<file path="config.mk">
export PLATFORM = sky130hd
export DESIGN_NAME = epoch_seconds_to_utc_date_top
export DESIGN_NICKNAME = d
export VERILOG_FILES = /design/src/rtl/core/esutc_pkg.sv /design/src/rtl/core/epoch_seconds_to_utc_date_top.sv
export SDC_FILE = /design/constraint.sdc
export NUM_CORES = 2
export LEC_CHECK = 0
export ABC_AREA = 1
export BUFFER_PORTS_ARGS = -buffer_cell sky130_fd_sc_hd__buf_4
export CAP_MARGIN = 30
export CORE_ASPECT_RATIO = 0.75
export CORE_MARGIN = 5
export CORE_UTILIZATION = 60
export CTS_CLUSTER_DIAMETER = 80
export DETAILED_ROUTE_END_ITERATION = 8
export PLACE_DENSITY = 0.75
export SETUP_SLACK_MARGIN = 0.4
export SLEW_MARGIN = 20
export SYNTH_ARGS = -nofsm -noshare
export SYNTH_HDL_FRONTEND = slang
export SYNTH_SLANG_ARGS = --single-unit
</file>
<file path="constraint.sdc">
create_clock -name clk -period 25.7 [get_ports clk]
set_input_delay 1.285 -clock clk [delete_from_list [all_inputs] [get_ports clk]]
set_output_delay 1.285 -clock clk [all_outputs]
set_load 0.01 [all_outputs]
</file>
<file path="src/rtl/core/esutc_pkg.sv">
// shared types, constants and helper functions for the epoch-to-calendar converter
package esutc_pkg;

    // sequencer states
    typedef enum logic [2:0] {
        ST_IDLE,
        ST_MUL,
        ST_BACK,
        ST_FIX,
        ST_LEAP,
        ST_STEP,
        ST_MONTH,
        ST_DONE
    } state_t;

    // constant divisions run on the shared multiplier, in this order
    typedef enum logic [2:0] {
        DIV_SEC,
        DIV_MIN,
        DIV_HOUR,
        DIV_WDAY,
        DIV_YEAR
    } div_t;

    localparam logic [7:0]  EPOCH_YEARS = 8'd70;    // 1970 - 1900
    localparam logic [31:0] EPOCH_WDAY  = 32'd4;    // 1970-01-01 was a thursday
    localparam logic [3:0]  LAST_MONTH  = 4'd11;
    localparam logic [11:0] LEAP_BASE   = 12'd477;  // leap days counted up to 1969
    localparam logic [11:0] YEAR_M1_OFS = 12'd1899; // year - 1 = 1899 + years since 1900

    // floor(2^32 / divisor); the estimate it gives is low by at most one
    function automatic logic [31:0] div_recip(div_t d);
        case (d)
            DIV_SEC:  return 32'd71582788;
            DIV_MIN:  return 32'd71582788;
            DIV_HOUR: return 32'd178956970;
            DIV_WDAY: return 32'd613566756;
            DIV_YEAR: return 32'd11767033;
            default:  return 32'd0;
        endcase
    endfunction

    // divisor for each step
    function automatic logic [8:0] div_const(div_t d);
        case (d)
            DIV_SEC:  return 9'd60;
            DIV_MIN:  return 9'd60;
            DIV_HOUR: return 9'd24;
            DIV_WDAY: return 9'd7;
            DIV_YEAR: return 9'd365;
            default:  return 9'd1;
        endcase
    endfunction

    // month lengths of a common year
    function automatic logic [4:0] month_days(logic [3:0] m);
        case (m)
            4'd0:    return 5'd31;
            4'd1:    return 5'd28;
            4'd2:    return 5'd31;
            4'd3:    return 5'd30;
            4'd4:    return 5'd31;
            4'd5:    return 5'd30;
            4'd6:    return 5'd31;
            4'd7:    return 5'd31;
            4'd8:    return 5'd30;
            4'd9:    return 5'd31;
            4'd10:   return 5'd30;
            4'd11:   return 5'd31;
            default: return 5'd31;
        endcase
    endfunction

    // gregorian leap test on years since 1900 (years 1900 to 2155)
    function automatic logic is_leap(logic [7:0] ys);
        return (ys[1:0] == 2'b00) && (ys != 8'd0) && (ys != 8'd200);
    endfunction

    // leap days between 1970 and the start of the year, for years 1970 to 2155
    function automatic logic [5:0] leap_days(logic [7:0] ys);
        logic [11:0] ym1;
        logic [11:0] lc;
        ym1 = YEAR_M1_OFS + {4'd0, ys};
        // y/4 - y/100 + y/400 with the century terms taken by compares
        lc = (ym1 >> 2)
           - 12'd18 - {11'd0, ys >= 8'd1} - {11'd0, ys >= 8'd101} - {11'd0, ys >= 8'd201}
           + 12'd4 + {11'd0, ys >= 8'd101};
        return 6'(lc - LEAP_BASE);
    endfunction

endpackage

</file>
<file path="src/rtl/core/epoch_seconds_to_utc_date_top.sv">
// epoch seconds to utc calendar date converter, iterative on one shared multiplier
//
//  channel   ports                                   transfer
//  --------  --------------------------------------  ---------------------------------
//  input     start, busy, epoch_seconds              edge with start high and busy low
//  result    done, second, minute, hour,             edge ending the one-cycle done
//            day_of_month, month_index,
//            years_since_1900, weekday
//
// done rises after the input transfer once five constant divisions (states mul, back
// and fix each) on the shared 32x32 multiplier, m month-walk steps (m is the resulting
// month index) and k year step-backs (0 or 1 over the whole input range) are through.
// busy stays high from the input transfer through the done cycle.
// reset clears the sequencer only; the receiver cannot stall, results are never held.
module epoch_seconds_to_utc_date_top (
    input  logic        clk,
    input  logic        rst_n,
    input  logic        start,
    output logic        busy,
    input  logic [31:0] epoch_seconds,
    output logic        done,
    output logic [5:0]  second,
    output logic [5:0]  minute,
    output logic [4:0]  hour,
    output logic [4:0]  day_of_month,
    output logic [3:0]  month_index,
    output logic [7:0]  years_since_1900,
    output logic [2:0]  weekday
);

    esutc_pkg::state_t state_reg, state_next;
    esutc_pkg::div_t   div_reg, div_next;

    logic [31:0]        acc_reg, acc_next;
    logic [31:0]        q_reg, q_next;
    logic [31:0]        prod_reg, prod_next;
    logic [5:0]         second_reg, second_next;
    logic [5:0]         minute_reg, minute_next;
    logic [4:0]         hour_reg, hour_next;
    logic [2:0]         weekday_reg, weekday_next;
    logic [15:0]        days_reg, days_next;
    logic [7:0]         ys_reg, ys_next;
    logic signed [10:0] rem_reg, rem_next;
    logic [3:0]         month_reg, month_next;

    // shared multiplier operands
    logic [31:0] mul_a;
    logic [31:0] mul_b;
    logic [63:0] product;

    // correction of the quotient estimate
    logic [31:0] d32;
    logic [31:0] r_raw;
    logic        r_fix;
    logic [31:0] r_val;
    logic [31:0] q_val;

    // year and month helpers
    logic [7:0]         ys_dec;
    logic [10:0]        step_add;
    logic [4:0]         mlen;
    logic signed [10:0] rem_left;
    logic               month_end;

    // shared multiplier: reciprocal estimate, then back-multiply by the divisor
    always_comb
    begin
        d32 = {23'd0, esutc_pkg::div_const(div_reg)};
        if (state_reg == esutc_pkg::ST_BACK)
        begin
            mul_a = q_reg;
            mul_b = d32;
        end
        else
        begin
            mul_a = acc_reg;
            mul_b = esutc_pkg::div_recip(div_reg);
        end
        product = {32'd0, mul_a} * {32'd0, mul_b};
    end

    // one compare and subtract fixes the estimate
    always_comb
    begin
        r_raw = acc_reg - prod_reg;
        r_fix = (r_raw >= d32);
        r_val = r_fix ? (r_raw - d32) : r_raw;
        q_val = q_reg + {31'd0, r_fix};
    end

    // year step-back and month walk terms
    always_comb
    begin
        ys_dec    = ys_reg - 8'd1;
        step_add  = 11'd365 + {10'd0, esutc_pkg::is_leap(ys_dec)};
        mlen      = esutc_pkg::month_days(month_reg)
                  + {4'd0, (month_reg == 4'd1) && esutc_pkg::is_leap(ys_reg)};
        rem_left  = rem_reg - $signed({6'd0, mlen});
        month_end = (month_reg == esutc_pkg::LAST_MONTH) || rem_left[10];
    end

    // next state
    always_comb
    begin
        state_next = state_reg;
        case (state_reg)
            esutc_pkg::ST_IDLE:
            begin
                if (start)
                    state_next = esutc_pkg::ST_MUL;
            end
            esutc_pkg::ST_MUL:   state_next = esutc_pkg::ST_BACK;
            esutc_pkg::ST_BACK:  state_next = esutc_pkg::ST_FIX;
            esutc_pkg::ST_FIX:
            begin
                if (div_reg == esutc_pkg::DIV_YEAR)
                    state_next = esutc_pkg::ST_LEAP;
                else
                    state_next = esutc_pkg::ST_MUL;
            end
            esutc_pkg::ST_LEAP:  state_next = esutc_pkg::ST_STEP;
            esutc_pkg::ST_STEP:
            begin
                if (!rem_reg[10])
                    state_next = esutc_pkg::ST_MONTH;
            end
            esutc_pkg::ST_MONTH:
            begin
                if (month_end)
                    state_next = esutc_pkg::ST_DONE;
            end
            esutc_pkg::ST_DONE:  state_next = esutc_pkg::ST_IDLE;
            default:             state_next = esutc_pkg::ST_IDLE;
        endcase
    end

    // handshake outputs
    always_comb
    begin
        busy = 1'b1;
        done = 1'b0;
        case (state_reg)
            esutc_pkg::ST_IDLE: busy = 1'b0;
            esutc_pkg::ST_DONE: done = 1'b1;
            default:
            begin
                busy = 1'b1;
                done = 1'b0;
            end
        endcase
    end

    // datapath next values
    always_comb
    begin
        div_next     = div_reg;
        acc_next     = acc_reg;
        q_next       = q_reg;
        prod_next    = prod_reg;
        second_next  = second_reg;
        minute_next  = minute_reg;
        hour_next    = hour_reg;
        weekday_next = weekday_reg;
        days_next    = days_reg;
        ys_next      = ys_reg;
        rem_next     = rem_reg;
        month_next   = month_reg;
        case (state_reg)
            esutc_pkg::ST_IDLE:
            begin
                if (start)
                begin
                    acc_next = epoch_seconds;
                    div_next = esutc_pkg::DIV_SEC;
                end
            end
            esutc_pkg::ST_MUL:  q_next = product[63:32];
            esutc_pkg::ST_BACK: prod_next = product[31:0];
            esutc_pkg::ST_FIX:
            begin
                case (div_reg)
                    esutc_pkg::DIV_SEC:
                    begin
                        second_next = r_val[5:0];
                        acc_next    = q_val;
                        div_next    = esutc_pkg::DIV_MIN;
                    end
                    esutc_pkg::DIV_MIN:
                    begin
                        minute_next = r_val[5:0];
                        acc_next    = q_val;
                        div_next    = esutc_pkg::DIV_HOUR;
                    end
                    esutc_pkg::DIV_HOUR:
                    begin
                        hour_next = r_val[4:0];
                        days_next = q_val[15:0];
                        acc_next  = q_val + esutc_pkg::EPOCH_WDAY;
                        div_next  = esutc_pkg::DIV_WDAY;
                    end
                    esutc_pkg::DIV_WDAY:
                    begin
                        weekday_next = r_val[2:0];
                        acc_next     = {16'd0, days_reg};
                        div_next     = esutc_pkg::DIV_YEAR;
                    end
                    esutc_pkg::DIV_YEAR:
                    begin
                        ys_next  = esutc_pkg::EPOCH_YEARS + q_val[7:0];
                        rem_next = $signed({2'b00, r_val[8:0]});
                    end
                    default:
                    begin
                        div_next = esutc_pkg::DIV_SEC;
                    end
                endcase
            end
            esutc_pkg::ST_LEAP:
            begin
                // take out leap days of earlier years
                rem_next   = rem_reg - $signed({5'd0, esutc_pkg::leap_days(ys_reg)});
                month_next = 4'd0;
            end
            esutc_pkg::ST_STEP:
            begin
                // step back one year while the day count is negative
                if (rem_reg[10])
                begin
                    ys_next  = ys_dec;
                    rem_next = rem_reg + $signed(step_add);
                end
            end
            esutc_pkg::ST_MONTH:
            begin
                if (!month_end)
                begin
                    rem_next   = rem_left;
                    month_next = month_reg + 4'd1;
                end
            end
            default:
            begin
                div_next = div_reg;
            end
        endcase
    end

    // sequencer register
    always_ff @(posedge clk or negedge rst_n)
    begin
        if (!rst_n)
        begin
            state_reg <= esutc_pkg::ST_IDLE;
            div_reg   <= esutc_pkg::DIV_SEC;
        end
        else
        begin
            state_reg <= state_next;
            div_reg   <= div_next;
        end
    end

    // datapath registers
    always_ff @(posedge clk)
    begin
        acc_reg     <= acc_next;
        q_reg       <= q_next;
        prod_reg    <= prod_next;
        second_reg  <= second_next;
        minute_reg  <= minute_next;
        hour_reg    <= hour_next;
        weekday_reg <= weekday_next;
        days_reg    <= days_next;
        ys_reg      <= ys_next;
        rem_reg     <= rem_next;
        month_reg   <= month_next;
    end

    // result ports
    assign second           = second_reg;
    assign minute           = minute_reg;
    assign hour             = hour_reg;
    assign day_of_month     = rem_reg[4:0] + 5'd1;
    assign month_index      = month_reg;
    assign years_since_1900 = ys_reg;
    assign weekday          = weekday_reg;

`ifndef SYNTH
    // a transfer in starts work
    a_start_busy: assert property (@(posedge clk) disable iff (!rst_n)
        (start && !busy) |=> busy)
        else $error("busy not raised after input transfer");

    // done only while busy, and for one cycle
    a_done_busy: assert property (@(posedge clk) disable iff (!rst_n)
        done |-> busy)
        else $error("done without busy");

    a_done_pulse: assert property (@(posedge clk) disable iff (!rst_n)
        done |=> !done)
        else $error("done longer than one cycle");

    // time of day fields in range at the result
    a_time_range: assert property (@(posedge clk) disable iff (!rst_n)
        done |-> (second < 6'd60) && (minute < 6'd60) && (hour < 5'd24))
        else $error("time of day out of range");

    // date fields in range at the result
    a_date_range: assert property (@(posedge clk) disable iff (!rst_n)
        done |-> (month_index <= 4'd11) && (day_of_month != 5'd0) && (weekday < 3'd7)
                 && !rem_reg[10])
        else $error("date out of range");
`endif

endmodule

</file>
==> summary.txt <==
STA
  • Final Setup Violations: 0
  • Crit path time final: 11.13 ns
  • Slew @ Worst Pin: 1.078 ns
  • Tcrit/Tclk final: 43.30%
  • Fmax: 89.87 MHz
  • Setup Skew: 0.01811 ns
  • Fin Setup TNS: 0 ns
  • Unrepaired setup endpoints after global routing: no
  • Final Hold Vio Count: 0
  • Slew HR: 28.14%
  • Final Max Slew Viols: 0

Place
  • Dpl cells: 5999
  • DP Area: 42610 um2
  • Detailed Place HPWL: 124600 um
  • GPL Wtd Cong: 1.058
  • Port Buffers: 73

Floorplanning
  • Initial Util: 60.74%
  • Die Width: 311.0 um
  • DIE HEIGHT: 235.7 um
  • Core area: 67100 um2
  • Cell Rows: 82
  • Top-Level Pins: 74
  • Die area: 73290 um2

Clock network
  • CTS Sinks: 163
  • CTS tree: done
  • CTS H-tree lvls: 4
  • Post CTS Setup Buffer Count: 0
  • Clk slew on worst S/H paths: 0.08 ns
  • Clock latency at the later pin of the worst-skew pair: 0.46 ns
  • Clock buffer count from CTS: 17
  • CTS resizes: 0
  • Buffer depth of the longest clock path: 2
  • CTS Root Cell: clkbuf_16
  • Cts hold-fix bufs: 0

Critical path
  • CP Capture Type: flop
  • Crit Path Class: reg2reg
  • Most used cell, CP: inv_1
  • CP max FO: 26
  • Critical path's largest stage delay: 0.76 ns
  • R2R Setup Slk: 14.57 ns
  • Startpoint type of the worst setup path: flop
  • WP data required: 25.92 ns
  • Cell family with most CP delay: adder cells
  • Reg-to-reg startpoint: div_reg[2]
  • Crit. Startpoint: div_reg[2]
  • CP max-delay cell: nor2_1
  • CP Buf/Inv Count: 11
  • CP arrival: 11.35 ns

GRT
  • Vias in the first global route: 34220
  • Pin count of the biggest net entering global routing: 70
  • GR Overflow Total: 0
  • Overall global routing resource usage: 39.29%
  • Routing usage on met1: 57.41%
  • M2 GR Usage: 53.32%
  • First-pass GRT wire length: 214400 um
  • Met3 usage: 15.66%
  • Gr busiest metal: met1
  • Number of antenna violations at the first check in global routing: 1

Logic synthesis
  • Synth area leader: fa_1
  • Top cells by area, synth: fa_1 36%, ha_1 12%, inv_1 12%
  • Sequential element share of the synthesized area: 11.89%
  • Synth top area share: 36.05%
  • Primary FF master, synth: edfxtp_1
  • Cell variety after synth: 56
  • FF+latch count, synth: 163
  • EDFF count, synth: 155
  • Async set or reset register ratio after synthesis: 3.681%
  • Mean post-synth cell area: 8.034 um2
  • Synth warnings: 0
  • Mapped Cells: 5073
  • Post-Syn Nets: 6243
  • Mapped cell area: 40760 um2

Finish
  • Filler instances: 5966
  • Ratio of cells with drive above 1 in the final layout: 4.330%
  • Final Non-Filler Cells: 6035
  • Area grow syn2layout: 6.057%
  • Post-route cell area: 43230 um2
  • Final #Nets: 6307

Routing
  • Drt first pass iters: 7
  • Final WL: 144500 um
  • Vias after detailed routing: 34971
  • Starting DRC count in detailed routing: 4838
  • Drt wl/cell: 23.95 um
  • Drt drc: 0
  • Via/cell ratio: 5.795
  • Remaining antenna violation count: 0

Worst hold path
  • Min-delay worst type: reg2reg
  • Hold Crit Start: days_reg[2]

Run
  • Max_cap viols: 0

Status
  • Outcome: finished, final reports clean
## layout make-up
type	instances	area, um2	share of cell area (%)
multi-input combinational	3475	30590	70.77
inverter	1355	5086	11.77
sequential	163	4845	11.21
tap	882	1104	2.553
timing repair buffer	125	999.7	2.313
clock buffer	18	439.2	1.016
clock inverter	14	152.6	0.3531
antenna	3	7.507	0.01737
## logic make-up (layout without fill, tap and decap cells)
logic type | Yosys count | count (layout) | share of synthesized area, %
and+or+nand+nor | 1775 | 1775 | 17.61
buffers and inverters | 1435 | 1512 | 13.24
adders and majority gates | 1135 | 1135 | 48.36
AOI/OAI and AO/OA | 437 | 437 | 6.125
DFF | 163 | 163 | 11.89
xor gates and xnor gates | 126 | 126 | 2.754
other | 2 | 5 | 0.01843
## per-stage QoR
step,hold slack (ns),worst slack (ns),util [%]
2_1_floorplan,0.5091,17.10,-
3_3_place_gp,0.5574,15.26,63.36
3_5_place_dp,0.5605,14.98,63.51
4_1_cts,0.5801,14.91,64.39
5_1_grt,0.6056,14.28,64.41
6_report,0.5938,14.57,64.42
## layer usage
metal | vias to the layer above | share of wire, %
met2 | 2362 | 39
li1 | 15371 | -
met3 | 342 | 16
met1 | 16894 | 41
met5 | - | 0.0083
met4 | 2 | 4.4
## worst min-delay path, delay by kind of cell, from the launching register on
kind	cells	cell delay, ns
AOI/OAI and AO/OA	1	0.09
DFF	1	0.33
and+or+nand+nor	1	0.05
## placed cells by master (no fill, tap or decap), types with 7 or more instances in the layout
master / Yosys / layout
inv_1: 1330 / 1330
nand2_1: 832 / 831
fa_1: 734 / 734
nor2_1: 691 / 689
ha_1: 401 / 401
a21oi_1: 169 / 165
edfxtp_1: 155 / 155
o21ai_0: 136 / 135
buf_4: 0 / 119
nand3_1: 109 / 109
xor2_1: 96 / 96
nor3_1: 45 / 44
nand4_1: 36 / 36
xnor2_1: 29 / 29
o21bai_1: 19 / 19
clkinv_1: 17 / 17
clkbuf_16: 0 / 17
a31oi_1: 14 / 14
nor2_2: 10 / 12
o21a_1: 12 / 12
o211ai_1: 12 / 12
a41oi_1: 12 / 12
o21ai_1: 15 / 11
a21o_1: 11 / 11
nand2_2: 8 / 9
inv_2: 8 / 8
nand3b_1: 8 / 8
o21ai_2: 3 / 7
and2_1: 7 / 7
## Yosys cell counts (all sizes together), types with 11 or more instances
| master | instances |
|---|---|
| xnor2 | 29 |
| nand2 | 843 |
| edfxtp | 155 |
| o21a | 12 |
| a21oi | 169 |
| a41oi | 12 |
| o21ai | 154 |
| nor3 | 47 |
| clkinv | 17 |
| nand3 | 110 |
| fa | 734 |
| o211ai | 12 |
| inv | 1338 |
| nand4 | 38 |
| ha | 401 |
| clkbuf | 66 |
| a31oi | 14 |
| nor2 | 706 |
| o21bai | 19 |
| a21o | 11 |
| xor2 | 97 |
| buf | 14 |
## final timing paths
path / end / cells after the start
max: q_reg[19] / 36
min: acc_reg[2] / 2
max reg2reg: q_reg[19] / 36
min reg2reg: acc_reg[2] / 2
max in group asynchronous: state_reg[0] / 1
min in group asynchronous: state_reg[2] / 1
Power is left out: the tool's default activity adds up to more than one toggle a clock period on the data nets, which glitch-free logic cannot reach.
